[config.mk]
export PLATFORM = sky130hd
export DESIGN_NAME = scratchpad_crc_temperature_monitor_unit
export DESIGN_NICKNAME = d
export VERILOG_FILES = /design/src/rtl/sctm_pkg.sv /design/src/rtl/sctm_front.sv /design/src/rtl/sctm_queue.sv /design/src/rtl/sctm_back.sv /design/src/rtl/scratchpad_crc_temperature_monitor_unit.sv
export SDC_FILE = /design/constraint.sdc
export NUM_CORES = 1
export LEC_CHECK = 0
export BUFFER_PORTS_ARGS = -buffer_cell sky130_fd_sc_hd__buf_2
export CORE_MARGIN = 4
export CORE_UTILIZATION = 61
export DETAILED_ROUTE_END_ITERATION = 6
export GPL_TIMING_DRIVEN = 0
export PLACE_DENSITY = 0.9
export SYNTH_ARGS = -nofsm -noshare
export SYNTH_HDL_FRONTEND = slang
export SYNTH_SLANG_ARGS = --single-unit
[constraint.sdc]
create_clock -name clk -period 7.4 [get_ports clk]
set_clock_uncertainty 0.1 [all_clocks]
set_input_delay 0.74 -clock clk [delete_from_list [all_inputs] [get_ports clk]]
set_output_delay 0.74 -clock clk [all_outputs]
set_load 0.05 [all_outputs]
[src/rtl/sctm_pkg.sv]
// Package for the scratchpad CRC temperature monitor.
// Item types, register indexes, reset values and the byte-wide CRC-8 update.
// No dependencies.
package sctm_pkg;

	localparam int LIMIT_SETS = 3;
	localparam int CFG_IDX_W  = 3;
	localparam int CFG_DATA_W = 16;

	localparam logic [7:0] CRC_POLY = 8'b1000_1100;

	localparam logic [CFG_IDX_W-1:0] REG_LOW_A  = 3'd0;
	localparam logic [CFG_IDX_W-1:0] REG_HIGH_A = 3'd1;
	localparam logic [CFG_IDX_W-1:0] REG_LOW_B  = 3'd2;
	localparam logic [CFG_IDX_W-1:0] REG_HIGH_B = 3'd3;
	localparam logic [CFG_IDX_W-1:0] REG_LOW_C  = 3'd4;
	localparam logic [CFG_IDX_W-1:0] REG_HIGH_C = 3'd5;
	localparam logic [CFG_IDX_W-1:0] REG_DUTY   = 3'd6;

	localparam logic signed [15:0] RST_LOW_A  = 16'sd240;
	localparam logic signed [15:0] RST_HIGH_A = 16'sd320;
	localparam logic signed [15:0] RST_LOW_B  = 16'sd192;
	localparam logic signed [15:0] RST_HIGH_B = 16'sd400;
	localparam logic signed [15:0] RST_LOW_C  = 16'sd160;
	localparam logic signed [15:0] RST_HIGH_C = 16'sd448;
	localparam logic [7:0]         RST_DUTY   = 8'd200;

	typedef struct packed {
		logic [1:0] sensor_index;
		logic [7:0] data_byte;
		logic       frame_start;
	} in_item_t;

	typedef struct packed {
		logic [1:0]         result_sensor;
		logic               crc_ok;
		logic               reset_request;
		logic signed [15:0] temperature;
		logic               below_low;
		logic               above_high;
		logic               alarm_light;
		logic [7:0]         buzzer_duty;
	} out_item_t;

	// finished frame handed from front to back
	typedef struct packed {
		logic [1:0]         sensor;
		logic               crc_ok;
		logic signed [15:0] temp;
	} frame_rec_t;

	// reflected CRC-8, LSB first
	function automatic logic [7:0] crc8_byte(input logic [7:0] crc_in, input logic [7:0] b);
		logic [7:0] c;
		logic [7:0] d;
		logic       mix;
		c = crc_in;
		d = b;
		for (int k = 0; k < 8; k++) begin
			mix = c[0] ^ d[0];
			c = c >> 1;
			d = d >> 1;
			if (mix) begin
				c = c ^ CRC_POLY;
			end
		end
		return c;
	endfunction

endpackage

[src/rtl/sctm_front.sv]
// Front end: accepts bytes, tracks frame position, runs the CRC.
// Pushes one frame record per completed frame. Uses sctm_pkg.
module sctm_front #(
	parameter int NUM_SENSORS = 3,
	parameter int FRAME_BYTES = 9
) (
	input  logic                 clk,
	input  logic                 arst_n,
	input  logic                 acc,
	input  sctm_pkg::in_item_t   item,
	output logic                 push,
	output sctm_pkg::frame_rec_t rec
);
	import sctm_pkg::*;

	localparam int NSENS = (NUM_SENSORS < LIMIT_SETS) ? NUM_SENSORS : LIMIT_SETS;
	localparam int PW    = $clog2(FRAME_BYTES + 1);
	localparam logic [PW-1:0] POS_LAST = PW'(FRAME_BYTES - 1);
	localparam logic [PW-1:0] POS_IDLE = PW'(FRAME_BYTES);

	logic [7:0]    crc_q;
	logic [PW-1:0] pos_q;
	logic [7:0]    lo_q;
	logic [7:0]    hi_q;

	logic          s_ok;
	logic          take;
	logic [PW-1:0] pos_eff;
	logic [7:0]    crc_eff;

	assign s_ok    = item.sensor_index < 2'(NSENS);
	assign take    = acc && s_ok;
	assign pos_eff = item.frame_start ? '0 : pos_q;
	assign crc_eff = item.frame_start ? 8'h00 : crc_q;

	assign push        = take && (pos_eff == POS_LAST);
	assign rec.sensor  = item.sensor_index;
	assign rec.crc_ok  = (crc_eff == item.data_byte);
	assign rec.temp    = {hi_q, lo_q};

	always_ff @(posedge clk or negedge arst_n) begin
		if (!arst_n) begin
			crc_q <= 8'h00;
			pos_q <= POS_IDLE;
			lo_q  <= 8'h00;
			hi_q  <= 8'h00;
		end else if (take) begin
			if (pos_eff < POS_LAST) begin
				crc_q <= crc8_byte(crc_eff, item.data_byte);
				pos_q <= pos_eff + 1'b1;
				if (pos_eff == '0) begin
					lo_q <= item.data_byte;
				end
				if (pos_eff == PW'(1)) begin
					hi_q <= item.data_byte;
				end
			end else if (pos_eff == POS_LAST) begin
				pos_q <= POS_IDLE;
			end
		end
	end

endmodule

[src/rtl/sctm_queue.sv]
// Two-entry frame record queue between front and back.
// Uses sctm_pkg for the record type.
module sctm_queue (
	input  logic                 clk,
	input  logic                 arst_n,
	input  logic                 push,
	input  sctm_pkg::frame_rec_t wr_rec,
	output logic                 full,
	input  logic                 pop,
	output logic                 nonempty,
	output sctm_pkg::frame_rec_t rd_rec
);
	import sctm_pkg::*;

	frame_rec_t  slot_q [2];
	logic        wr_ptr_q;
	logic        rd_ptr_q;
	logic [1:0]  cnt_q;
	logic        do_push;
	logic        do_pop;

	assign full     = (cnt_q == 2'd2);
	assign nonempty = (cnt_q != 2'd0);
	assign rd_rec   = slot_q[rd_ptr_q];
	assign do_push  = push && !full;
	assign do_pop   = pop && nonempty;

	always_ff @(posedge clk) begin
		if (do_push) begin
			slot_q[wr_ptr_q] <= wr_rec;
		end
	end

	always_ff @(posedge clk or negedge arst_n) begin
		if (!arst_n) begin
			wr_ptr_q <= 1'b0;
			rd_ptr_q <= 1'b0;
			cnt_q    <= 2'd0;
		end else begin
			if (do_push) begin
				wr_ptr_q <= !wr_ptr_q;
			end
			if (do_pop) begin
				rd_ptr_q <= !rd_ptr_q;
			end
			cnt_q <= cnt_q + {1'b0, do_push} - {1'b0, do_pop};
		end
	end

endmodule

[src/rtl/sctm_back.sv]
// Back end: window check, per-sensor temperature and light store, buzzer duty,
// configuration registers and the output register. Uses sctm_pkg.
module sctm_back #(
	parameter int NUM_SENSORS = 3
) (
	input  logic                                 clk,
	input  logic                                 arst_n,
	input  logic                                 rec_valid,
	input  sctm_pkg::frame_rec_t                 rec,
	output logic                                 pop,
	input  logic                                 cfg_we,
	input  logic [sctm_pkg::CFG_IDX_W-1:0]       cfg_index,
	input  logic [sctm_pkg::CFG_DATA_W-1:0]      cfg_data,
	output logic                                 out_valid,
	input  logic                                 out_ready,
	output sctm_pkg::out_item_t                  out_item
);
	import sctm_pkg::*;

	localparam int NSENS = (NUM_SENSORS < LIMIT_SETS) ? NUM_SENSORS : LIMIT_SETS;
	localparam int SW    = (NSENS > 1) ? $clog2(NSENS) : 1;

	logic signed [15:0] low_q   [LIMIT_SETS];
	logic signed [15:0] high_q  [LIMIT_SETS];
	logic [7:0]         duty_cfg_q;

	logic signed [15:0] temps_q  [NSENS];
	logic               lights_q [NSENS];
	logic [7:0]         duty_q;

	logic               out_valid_q;
	out_item_t          out_q;

	logic [SW-1:0]      sel;
	logic               below;
	logic               above;
	logic               outside;
	out_item_t          nxt;

	assign pop       = rec_valid && (!out_valid_q || out_ready);
	assign out_valid = out_valid_q;
	assign out_item  = out_q;
	assign sel       = rec.sensor[SW-1:0];

	always_comb begin
		below   = rec.crc_ok && (rec.temp < low_q[rec.sensor]);
		above   = rec.crc_ok && (rec.temp > high_q[rec.sensor]);
		outside = below || above;
		nxt.result_sensor = rec.sensor;
		nxt.crc_ok        = rec.crc_ok;
		nxt.reset_request = !rec.crc_ok;
		nxt.below_low     = below;
		nxt.above_high    = above;
		if (rec.crc_ok) begin
			nxt.temperature = rec.temp;
			nxt.alarm_light = outside;
			nxt.buzzer_duty = outside ? duty_cfg_q : 8'h00;
		end else begin
			// failed frame shows the kept values
			nxt.temperature = temps_q[sel];
			nxt.alarm_light = lights_q[sel];
			nxt.buzzer_duty = duty_q;
		end
	end

	always_ff @(posedge clk or negedge arst_n) begin
		if (!arst_n) begin
			low_q[0]   <= RST_LOW_A;
			high_q[0]  <= RST_HIGH_A;
			low_q[1]   <= RST_LOW_B;
			high_q[1]  <= RST_HIGH_B;
			low_q[2]   <= RST_LOW_C;
			high_q[2]  <= RST_HIGH_C;
			duty_cfg_q <= RST_DUTY;
		end else if (cfg_we) begin
			case (cfg_index)
				REG_LOW_A:  low_q[0]   <= cfg_data;
				REG_HIGH_A: high_q[0]  <= cfg_data;
				REG_LOW_B:  low_q[1]   <= cfg_data;
				REG_HIGH_B: high_q[1]  <= cfg_data;
				REG_LOW_C:  low_q[2]   <= cfg_data;
				REG_HIGH_C: high_q[2]  <= cfg_data;
				REG_DUTY:   duty_cfg_q <= cfg_data[7:0];
				default: ;
			endcase
		end
	end

	always_ff @(posedge clk or negedge arst_n) begin
		if (!arst_n) begin
			for (int i = 0; i < NSENS; i++) begin
				temps_q[i]  <= '0;
				lights_q[i] <= 1'b0;
			end
			duty_q      <= 8'h00;
			out_valid_q <= 1'b0;
		end else begin
			if (pop && rec.crc_ok) begin
				temps_q[sel]  <= rec.temp;
				lights_q[sel] <= nxt.alarm_light;
				duty_q        <= nxt.buzzer_duty;
			end
			if (pop) begin
				out_valid_q <= 1'b1;
			end else if (out_ready) begin
				out_valid_q <= 1'b0;
			end
		end
	end

	always_ff @(posedge clk) begin
		if (pop) begin
			out_q <= nxt;
		end
	end

endmodule

[src/rtl/scratchpad_crc_temperature_monitor_unit.sv]
// Top level of the scratchpad CRC temperature monitor.
// Instantiates sctm_front, sctm_queue and sctm_back; uses sctm_pkg.
//
//   channel  direction  handshake              payload
//   in       input      in_valid / in_ready    in_item  (sensor_index, data_byte, frame_start)
//   out      output     out_valid / out_ready  out_item (one per completed frame)
//   cfg      input      cfg_we                 cfg_index, cfg_data
//
// One byte item per cycle while the queue is not full; the front CRC update is one byte a cycle.
// A frame result passes through the queue, then the output register, after its
// last byte is taken. in_ready drops only while the two-entry queue is full.
// Reset clears frame tracking, stored temperatures, lights and duty at once;
// limits and alarm duty return to their default values.
module scratchpad_crc_temperature_monitor_unit #(
	parameter int NUM_SENSORS = 3,
	parameter int FRAME_BYTES = 9
) (
	input  logic                            clk,
	input  logic                            arst_n,
	input  logic                            in_valid,
	output logic                            in_ready,
	input  sctm_pkg::in_item_t              in_item,
	output logic                            out_valid,
	input  logic                            out_ready,
	output sctm_pkg::out_item_t             out_item,
	input  logic                            cfg_we,
	input  logic [sctm_pkg::CFG_IDX_W-1:0]  cfg_index,
	input  logic [sctm_pkg::CFG_DATA_W-1:0] cfg_data
);
	import sctm_pkg::*;

	logic       push;
	logic       q_full;
	logic       q_nonempty;
	logic       pop;
	frame_rec_t wr_rec;
	frame_rec_t rd_rec;

	assign in_ready = !q_full;

	sctm_front #(
		.NUM_SENSORS(NUM_SENSORS),
		.FRAME_BYTES(FRAME_BYTES)
	) u_front (
		.clk   (clk),
		.arst_n(arst_n),
		.acc   (in_valid && in_ready),
		.item  (in_item),
		.push  (push),
		.rec   (wr_rec)
	);

	sctm_queue u_queue (
		.clk     (clk),
		.arst_n  (arst_n),
		.push    (push),
		.wr_rec  (wr_rec),
		.full    (q_full),
		.pop     (pop),
		.nonempty(q_nonempty),
		.rd_rec  (rd_rec)
	);

	sctm_back #(
		.NUM_SENSORS(NUM_SENSORS)
	) u_back (
		.clk      (clk),
		.arst_n   (arst_n),
		.rec_valid(q_nonempty),
		.rec      (rd_rec),
		.pop      (pop),
		.cfg_we   (cfg_we),
		.cfg_index(cfg_index),
		.cfg_data (cfg_data),
		.out_valid(out_valid),
		.out_ready(out_ready),
		.out_item (out_item)
	);

endmodule

==> results of run 1 <==
## cell type report
| cell class | count | share of cell area [%] |
|---|---|---|
| sequential | 265 | 49.94 |
| multi-input combinational | 711 | 35.65 |
| clock buffer | 40 | 5.595 |
| timing repair buffer | 62 | 2.552 |
| tap | 265 | 2.365 |
| buffer | 58 | 1.865 |
| clock inverter | 9 | 1.026 |
| inverter | 37 | 1.008 |
## logic make-up after synthesis
kind of cell	Yosys count	synth area share, %
fa+ha+maj	36	3.635
simple gates	249	8.806
compound gates	240	11.61
xor+xnor	35	2.535
buf+inv	95	3.252
flops	265	56.52
mux	151	13.64
## synthesized netlist by cell type, drive strengths merged (2+ instances only)
library cell	count	area, um^2
nand4b	3	26.28
nor3	8	67.56
xnor2	30	270.3
mux2	120	1351
a31oi	16	112.6
a21oi	149	757.0
nor2	73	274.0
edfxtp	69	2072
o32ai	4	35.03
o211ai	19	177.7
and2	3	18.77
inv	37	141.4
a211oi	18	135.1
dfrtp	175	4379
nor3b	2	25.02
mux2i	31	339.1
nand4	5	31.28
nor2b	8	50.05
ha	36	450.4
nor4bb	2	20.02
clkbuf	29	108.9
nand2b	6	37.54
a2111oi	2	17.52
nand3	4	20.02
buf	29	152.7
dfstp	21	551.8
o21ai	21	105.1
a21o	2	15.01
o21a	4	30.03
xor2	5	43.79
nand2	132	495.5
## where the power goes
group	switching, mW	internal, mW	leakage [nW]
sequential	0.271	2.05	2.92
clock	0.540	0.869	0.456
combinational	1.40	0.799	2.52
## through the flow
step | power, mW | area [um^2]
floorplan | 3.879 | 12390
global placement | 4.314 | 13020
global route | 6.234 | 14020
finish | 5.921 | 14020
CTS | 5.905 | 14020
detailed placement | 4.460 | 13090
## state kept, by name, summed over array words and instances, names as in the netlist
register / cells
u_back.duty_cfg_q: 8
u_back.out_item: 31
u_back.temps_q: 48
u_queue.wr_ptr_q: 1
u_back.low_q: 48
u_front.pos_q: 4
u_front.hi_q: 8
u_back.high_q: 48
u_queue.slot_q: 38
u_queue.cnt_q: 2
u_back.out_valid: 1
u_back.lights_q: 3
u_front.crc_q: 8
u_back.duty_q: 8
u_front.lo_q: 8
u_queue.rd_ptr_q: 1
## per-layer routing
layer	wire length, um	vias up	share of wire (%)
li1	-	3959	-
met1	12090	4448	41
met2	14500	398	49
met3	1922	74	6.5
met4	966	0	3.3
met5	0	-	0
## worst max path at each step
stage                          start  slack (ns)            endpoint  cells after the start
finish              u_queue.rd_ptr_q        2.46  u_back.out_item[3]                     14
global route        u_queue.rd_ptr_q        2.22  u_back.out_item[3]                     14
CTS                 u_queue.rd_ptr_q        2.55  u_back.out_item[3]                     14
detailed placement  u_queue.rd_ptr_q        2.53  u_back.out_item[3]                     14
global placement              arst_n        2.37    u_front.crc_q[4]                      1
floorplan                  out_ready        3.68  u_back.temps_q[10]                      7
## cells in the final DEF, fill, tap and decap left out, types with 3 or more instances in the layout
| master | n |
|---|---|
| o21ai_0 | 19 |
| buf_1 | 14 |
| inv_1 | 34 |
| nand2b_1 | 6 |
| clkbuf_16 | 27 |
| mux2i_1 | 28 |
| ha_1 | 36 |
| mux2_2 | 120 |
| nand3_1 | 4 |
| clkbuf_1 | 36 |
| nand4b_1 | 3 |
| and2_1 | 3 |
| o211ai_2 | 7 |
| a211oi_1 | 18 |
| xnor2_1 | 29 |
| buf_4 | 5 |
| nor3_1 | 5 |
| o21a_1 | 4 |
| buf_2 | 67 |
| bufinv_16 | 4 |
| a21oi_1 | 147 |
| a31oi_1 | 14 |
| nand2_1 | 132 |
| xor2_1 | 5 |
| nor2_1 | 73 |
| o211ai_1 | 12 |
| clkbuf_8 | 6 |
| nand4_1 | 5 |
| nor2b_1 | 7 |
| o32ai_1 | 4 |
| dfrtp_1 | 175 |
| edfxtp_1 | 69 |
| dfstp_2 | 21 |
==> results by group, run 1 <==
Worst setup path
  – Worst setup SP type: register
  – Critical R2R Launch: u_queue.rd_ptr_q
  – CP Capture Type: register
  – Critical path class: register to register
  – CP max stage delay: 0.53 ns
  – CP cell instances: mux2i_4 > inv_2 > nor2_1 > clkbuf_1 > buf_1 > a21oi_1 > ha_1 > a21oi_1 > o21ai_0 > a2111oi_0 > a22oi_2 > mux2i_1 > buf_6 > o211ai_2
  – Worst R2R Setup Slack: 2.46 ns
  – Most frequent CP cell: a21oi_1
  – Critical Path AT: between 5 and 6 ns
  – Reg-to-Reg End: u_back.out_item[3]
  – CP top delay family: buffers and inverters
  – WP data required: 7.56 ns
  – Crit Path Max Fanout: 10
  – CP max-delay cell: buf_1
  – WP buf/inv: 4
  – R2R cell count: 14

Power and ir drop
  – Leak: just under 6 nW
  – VDD IR-drop max: 254.5 uV
  – Power per cell area: roughly 420 mW/mm^2

Global routing
  – Met1 GRT Util: 34.61%
  – Vias in the first global route: 8976
  – First-pass GRT wire length: 46930 um
  – GRT met3 Usage: under 10%
  – Remaining Overflow, GRT: 0
  – Met2 usage in global routing: 44.67%
  – Overall routing resource usage: 26.43%
  – Largest net degree at the start of global routing: 125
  – Busiest layer in global routing: met2
  – Antenna violations before repair: 0

Logic synthesis
  – Synth Instances: 1071
  – Asr flop ratio synth: between 70 and 80%
  – Sequential-to-total area share from yosys stat: 56.52%
  – Synth Warn #: 0
  – Synth Flop Type: dfrtp_1
  – EDFF count, synth: 69
  – Syn Area/Cell: 11.57 um^2
  – Cell area after synthesis: between 0.01 and 0.015 mm^2
  – Netlist cell types: 53
  – Mapped Nets: 1142
  – Post-synthesis register bit count: ~270

Cells and area
  – Nets: 1233
  – Ant diodes: 0
  – Final core occ: a little under three quarters
  – Area Overhead vs Synth: 13.17%
  – Share of layout cells above drive strength 1: 24.03%
  – Seq. cell area: approximately 0.007 mm^2
  – Fill count: 1265
  – Area of the multi-input gates: 0.004999 mm^2
  – Post-route insts no fill: 1447

Clock tree
  – Hold buffers post-CTS: 0
  – CTS buffer count: 27
  – Reg clk slew, reported paths: 0.06 ns
  – CTS tree: done
  – H-tree levels: 1
  – Clock Tree Buf Depth: 3
  – Resize count post-CTS: 0
  – Clock sink count: approximately 270
  – Clock latency on the worst-skew pair: 0.53 ns
  – Post-CTS setup buffer count: 0
  – Root buffer cell: clkbuf_16

Floorplanning
  – # IOs: 68
  – Full die area: around 0.023 mm^2
  – CORE AREA: 0.01972 mm^2
  – Starting Density: 62.84%
  – Die Y-Extent: roughly 150 um
  – Row cnt: a little over 50
  – Die W: 150.5 um

Routing
  – Vias: 8879
  – Post-route ant nets: 0
  – Drt wl/cell: 20.37 um
  – Detailed-route DRC error count: 0
  – Final wirelength: roughly 30000 um
  – First-pass DRT Iterations: 7
  – Number of DRC markers in iteration 0: 977
  – Via density: ~6

Place
  – # placed instances: 1398
  – PortBufs: 60
  – Post-DP HPWL: 19480 um
  – GPL Wtd Cong: 0.8451
  – Pre-CTS WS: 2.534 ns

STA
  – Final min period: between 4 and 5 ns
  – Worst hold-check slack: just over 0.07 ns
  – Final number of hold-violating endpoints: 0
  – Fmax achieved: 202.4 MHz
  – Slew margin rel.: 27.69%
  – Final setup margin: ~2.5 ns
  – Fin crit share: between 60 and 70%
  – Setup violations, final: 0
  – Slew Viols, Final: 0
  – RSZ-0062 raised after global routing: false
  – Setup TNS after final layout: 0 ns
  – Worst-Margin Slew: ~1.1 ns

Min path
  – Hold Path Class: input pin to asynchronous set/reset pin

Run status
  – Status: finished clean

Run
  – MaxCap Viol Count: 0
Note: power is estimated with default switching activity, not from simulation.
==> run 2: changes to the inputs <==
--- a/config.mk
+++ b/config.mk
@@ -7,10 +7,10 @@
 export LEC_CHECK = 0
 export BUFFER_PORTS_ARGS = -buffer_cell sky130_fd_sc_hd__buf_2
 export CORE_MARGIN = 4
-export CORE_UTILIZATION = 61
+export CORE_UTILIZATION = 55
 export DETAILED_ROUTE_END_ITERATION = 6
 export GPL_TIMING_DRIVEN = 0
-export PLACE_DENSITY = 0.9
+export PLACE_DENSITY = 0.86
 export SYNTH_ARGS = -nofsm -noshare
 export SYNTH_HDL_FRONTEND = slang
 export SYNTH_SLANG_ARGS = --single-unit
==> constraint.sdc (replaced) <==
create_clock -name clk -period 4.2 [get_ports clk]
set_clock_uncertainty 0.1 [all_clocks]
set_input_delay 0.42 -clock clk [delete_from_list [all_inputs] [get_ports clk]]
set_output_delay 0.42 -clock clk [all_outputs]
set_load 0.05 [all_outputs]
==> run 2 against run 1 <==
Effect of this change: global-route usage down 2.7 points; clock-buffer cell count up 3; critical path depth unchanged; final area up 0.59%; non-clock buffer count up 4; flip-flop and latch count unchanged; clock power up 66%; first-iteration DRC count down 16%; largest cell class unchanged; highest routed layer unchanged.
==> results by group, run 2 (same netlist as run 1, synthesis figures left out) <==
Place
  – Placed Area: 0.01312 mm^2 (+0.20%)
  – GPL Wtd Cong: 0.8544 (+1.1%)
  – # placed instances: 1413 (+1.1%)
  – Post-DP HPWL: 19460 um (about the same)
  – PortBufs: 60 (unchanged)
  – Pre-CTS WS: -0.4897 ns (-3.024 ns)

Routing
  – Final wirelength: 29630 um (+0.52%)
  – Via density: 5.990 (-2.4%)
  – Post-route ant nets: 0 (unchanged)
  – Vias: 8793 (-0.97%)
  – Detailed-route DRC error count: 0 (unchanged)
  – Number of DRC markers in iteration 0: 824 (-16%)
  – Drt wl/cell: 20.18 um (-0.92%)
  – First-pass DRT Iterations: 6 (-1)

Worst setup path
  – Crit Path Max Fanout: 10 (unchanged)
  – WP data required: 4.38 ns (-3.18 ns)
  – CP cell instances: buf_6 > mux2i_4 > nor2_1 > buf_2 > buf_4 > a21oi_1 > ha_2 > a21oi_1 > o21ai_2 > a2111oi_2 > a22oi_2 > mux2i_2 > buf_6 > o211ai_2
  – Critical R2R Launch: u_queue.rd_ptr_q
  – Critical path class: register to register
  – CP max stage delay: 0.45 ns (-0.08 ns)
  – Reg-to-Reg End: u_back.out_item[7]
  – Worst R2R Setup Slack: 0.06 ns (-2.39 ns)
  – WP buf/inv: 4 (unchanged)
  – Worst setup SP type: register
  – Critical Path AT: 4.31 ns (-0.79 ns)
  – CP Capture Type: register
  – CP top delay family: compound AO/OA/AOI/OAI gates
  – R2R cell count: 14 (unchanged)
  – CP max-delay cell: dfrtp_1

Clock tree
  – Clock latency on the worst-skew pair: 0.54 ns (about the same)
  – H-tree levels: 1 (unchanged)
  – Clock Tree Buf Depth: 3 (unchanged)
  – CTS tree: done
  – Root buffer cell: clkbuf_16
  – Reg clk slew, reported paths: 0.06 ns (about the same)
  – Clock sink count: 265 (unchanged)
  – CTS buffer count: 27 (unchanged)

Power and ir drop
  – Combinational power share: 38.1% (+1.0 points)
  – Clock share of power: 22.6% (-1.2 points)
  – Pwr Total: 10.36 mW (+75%)
  – NetSw: 3.916 mW (+77%)
  – Power per cell area: 734.3 mW/mm^2 (+74%)
  – VDD IR-drop max: 487.3 uV (+91%)
  – Leak: 5.918 nW (+0.47%)
  – Seq pwr share: 39.2% (about the same)
  – Cell Int Power: 6.441 mW (+73%)
  – Sw Ratio: 37.81% (+0.54 points)

STA
  – Slew Viols, Final: 0 (unchanged)
  – Final min period: 4.136 ns (-0.8058 ns)
  – Fmax achieved: 241.8 MHz (+19%)
  – Slew margin rel.: 24.14% (-3.5 points)
  – Setup violations, final: 0 (unchanged)
  – Worst-Margin Slew: 1.129 ns (+0.05279 ns)
  – Final setup margin: 0.06389 ns (-2.394 ns)
  – Fin crit share: 98.48% (+32 points)
  – Final number of hold-violating endpoints: 0 (unchanged)
  – Worst hold-check slack: 0.01706 ns (-0.05414 ns)

Floorplanning
  – # IOs: 68 (unchanged)
  – Full die area: 0.02499 mm^2 (+10%)
  – Starting Density: 56.43% (-6.4 points)
  – Die Y-Extent: 158.1 um (+5.0%)
  – CORE AREA: 0.02196 mm^2 (+11%)
  – Row cnt: 54 (+5.9%)
  – Die W: 158.1 um (+5.0%)

Cells and area
  – Fill count: 1581 (+25%)
  – Area of the multi-input gates: 0.005057 mm^2 (+1.2%)
  – Most frequent cells in the layout: dfrtp_1, a21oi_1, nand2_1, mux2_2, buf_2
  – Post-route insts no fill: 1468 (+1.5%)
  – Seq. cell area: 0.007003 mm^2 (unchanged)
  – Area Overhead vs Synth: 13.83%
  – Nets: 1237 (+0.32%)
  – Share of layout cells above drive strength 1: 26.12% (+2.1 points)
  – Post-Layout Inst Area: 0.01410 mm^2 (+0.59%)
  – Commonest non-fill, non-tap cell in the layout: dfrtp_1
  – Top Registers: u_back.high_q: 48 flops, u_back.low_q: 48 flops, u_back.temps_q: 48 flops

Global routing
  – Overall routing resource usage: 23.75% (-2.7 points)
  – Met2 usage in global routing: 39.07% (-5.6 points)
  – Vias in the first global route: 8800 (-2.0%)
  – Busiest layer in global routing: met2
  – Remaining Overflow, GRT: 0 (unchanged)
  – Largest net degree at the start of global routing: 100 (-20%)
  – GRT met3 Usage: 3.445% (-0.62 points)
  – First-pass GRT wire length: 46900 um (about the same)
  – Antenna violations before repair: 0 (unchanged)
  – Met1 GRT Util: 31.53% (-3.1 points)

Run status
  – Status: finished clean

Min path
  – Hold Path Class: input pin to register
  – WHS Path Cells: 1
  – Min-delay src: in_item[9]
  – Worst Hold End: u_queue.slot_q[1][17]

Run
  – MaxCap Viol Count: 0 (unchanged)
## run 2: cell type report
class                      instances  share of cell area (%)
timing repair buffer              66                   2.839
antenna                            1                 0.01774
tap                              280                   2.484
clock buffer                      43                   5.713
sequential                       265                   49.65
buffer                            58                   2.005
inverter                          37                   1.002
multi-input combinational        711                   35.86
clock inverter                     7                  0.4347
## run 2: power by group through the flow
stage,logic (mW),registers (mW),clock network [mW]
after global placement,3.58,4.04,0
after floorplan,2.38,4.45,0
after CTS,3.85,4.05,2.36
after detailed placement,3.76,4.08,0
final,3.95,4.06,2.34
after global routing,4.31,4.14,2.48
## run 2: per-stage QoR
step	util [%]	setup TNS (ns)
floorplan	-	0
global placement	59.39	-120.40
detailed placement	59.75	-8.741
CTS	63.94	0
global route	64.22	-0.01484
finish	64.23	0
## run 2: how the worst max path moves through the flow
stage / startpoint / end / slack [ns] / cells after the start
after floorplan: u_queue.rd_ptr_q / u_back.out_item[2] / 0.49 / 14
after global placement: arst_n / u_front.crc_q[2] / -0.54 / 1
after detailed placement: u_queue.rd_ptr_q / u_back.out_item[7] / -0.49 / 14
after CTS: u_queue.rd_ptr_q / u_back.out_item[7] / 0.008 / 14
after global routing: u_queue.rd_ptr_q / u_back.out_item[7] / -0.01 / 12
final: u_queue.rd_ptr_q / u_back.out_item[7] / 0.06 / 14
## run 2: metal layers
| layer | vias to the layer above | part of all wire, % |
|---|---|---|
| met5 | - | 0 |
| met4 | 0 | 4.3 |
| met3 | 104 | 6.8 |
| met2 | 405 | 49 |
| met1 | 4302 | 40 |
| li1 | 3982 | - |
## run 2: what timing repair did
item / 4_1_cts / 5_1_grt
pin swaps: 1 / 1
gates resized for setup: 15 / 22
endpoints found under the setup margin: 22 / 22
hold buffers: 2 / 0
endpoints found under the hold margin: 81 / 0
buffers inserted: 1 / 1
cloned: 0 / 0
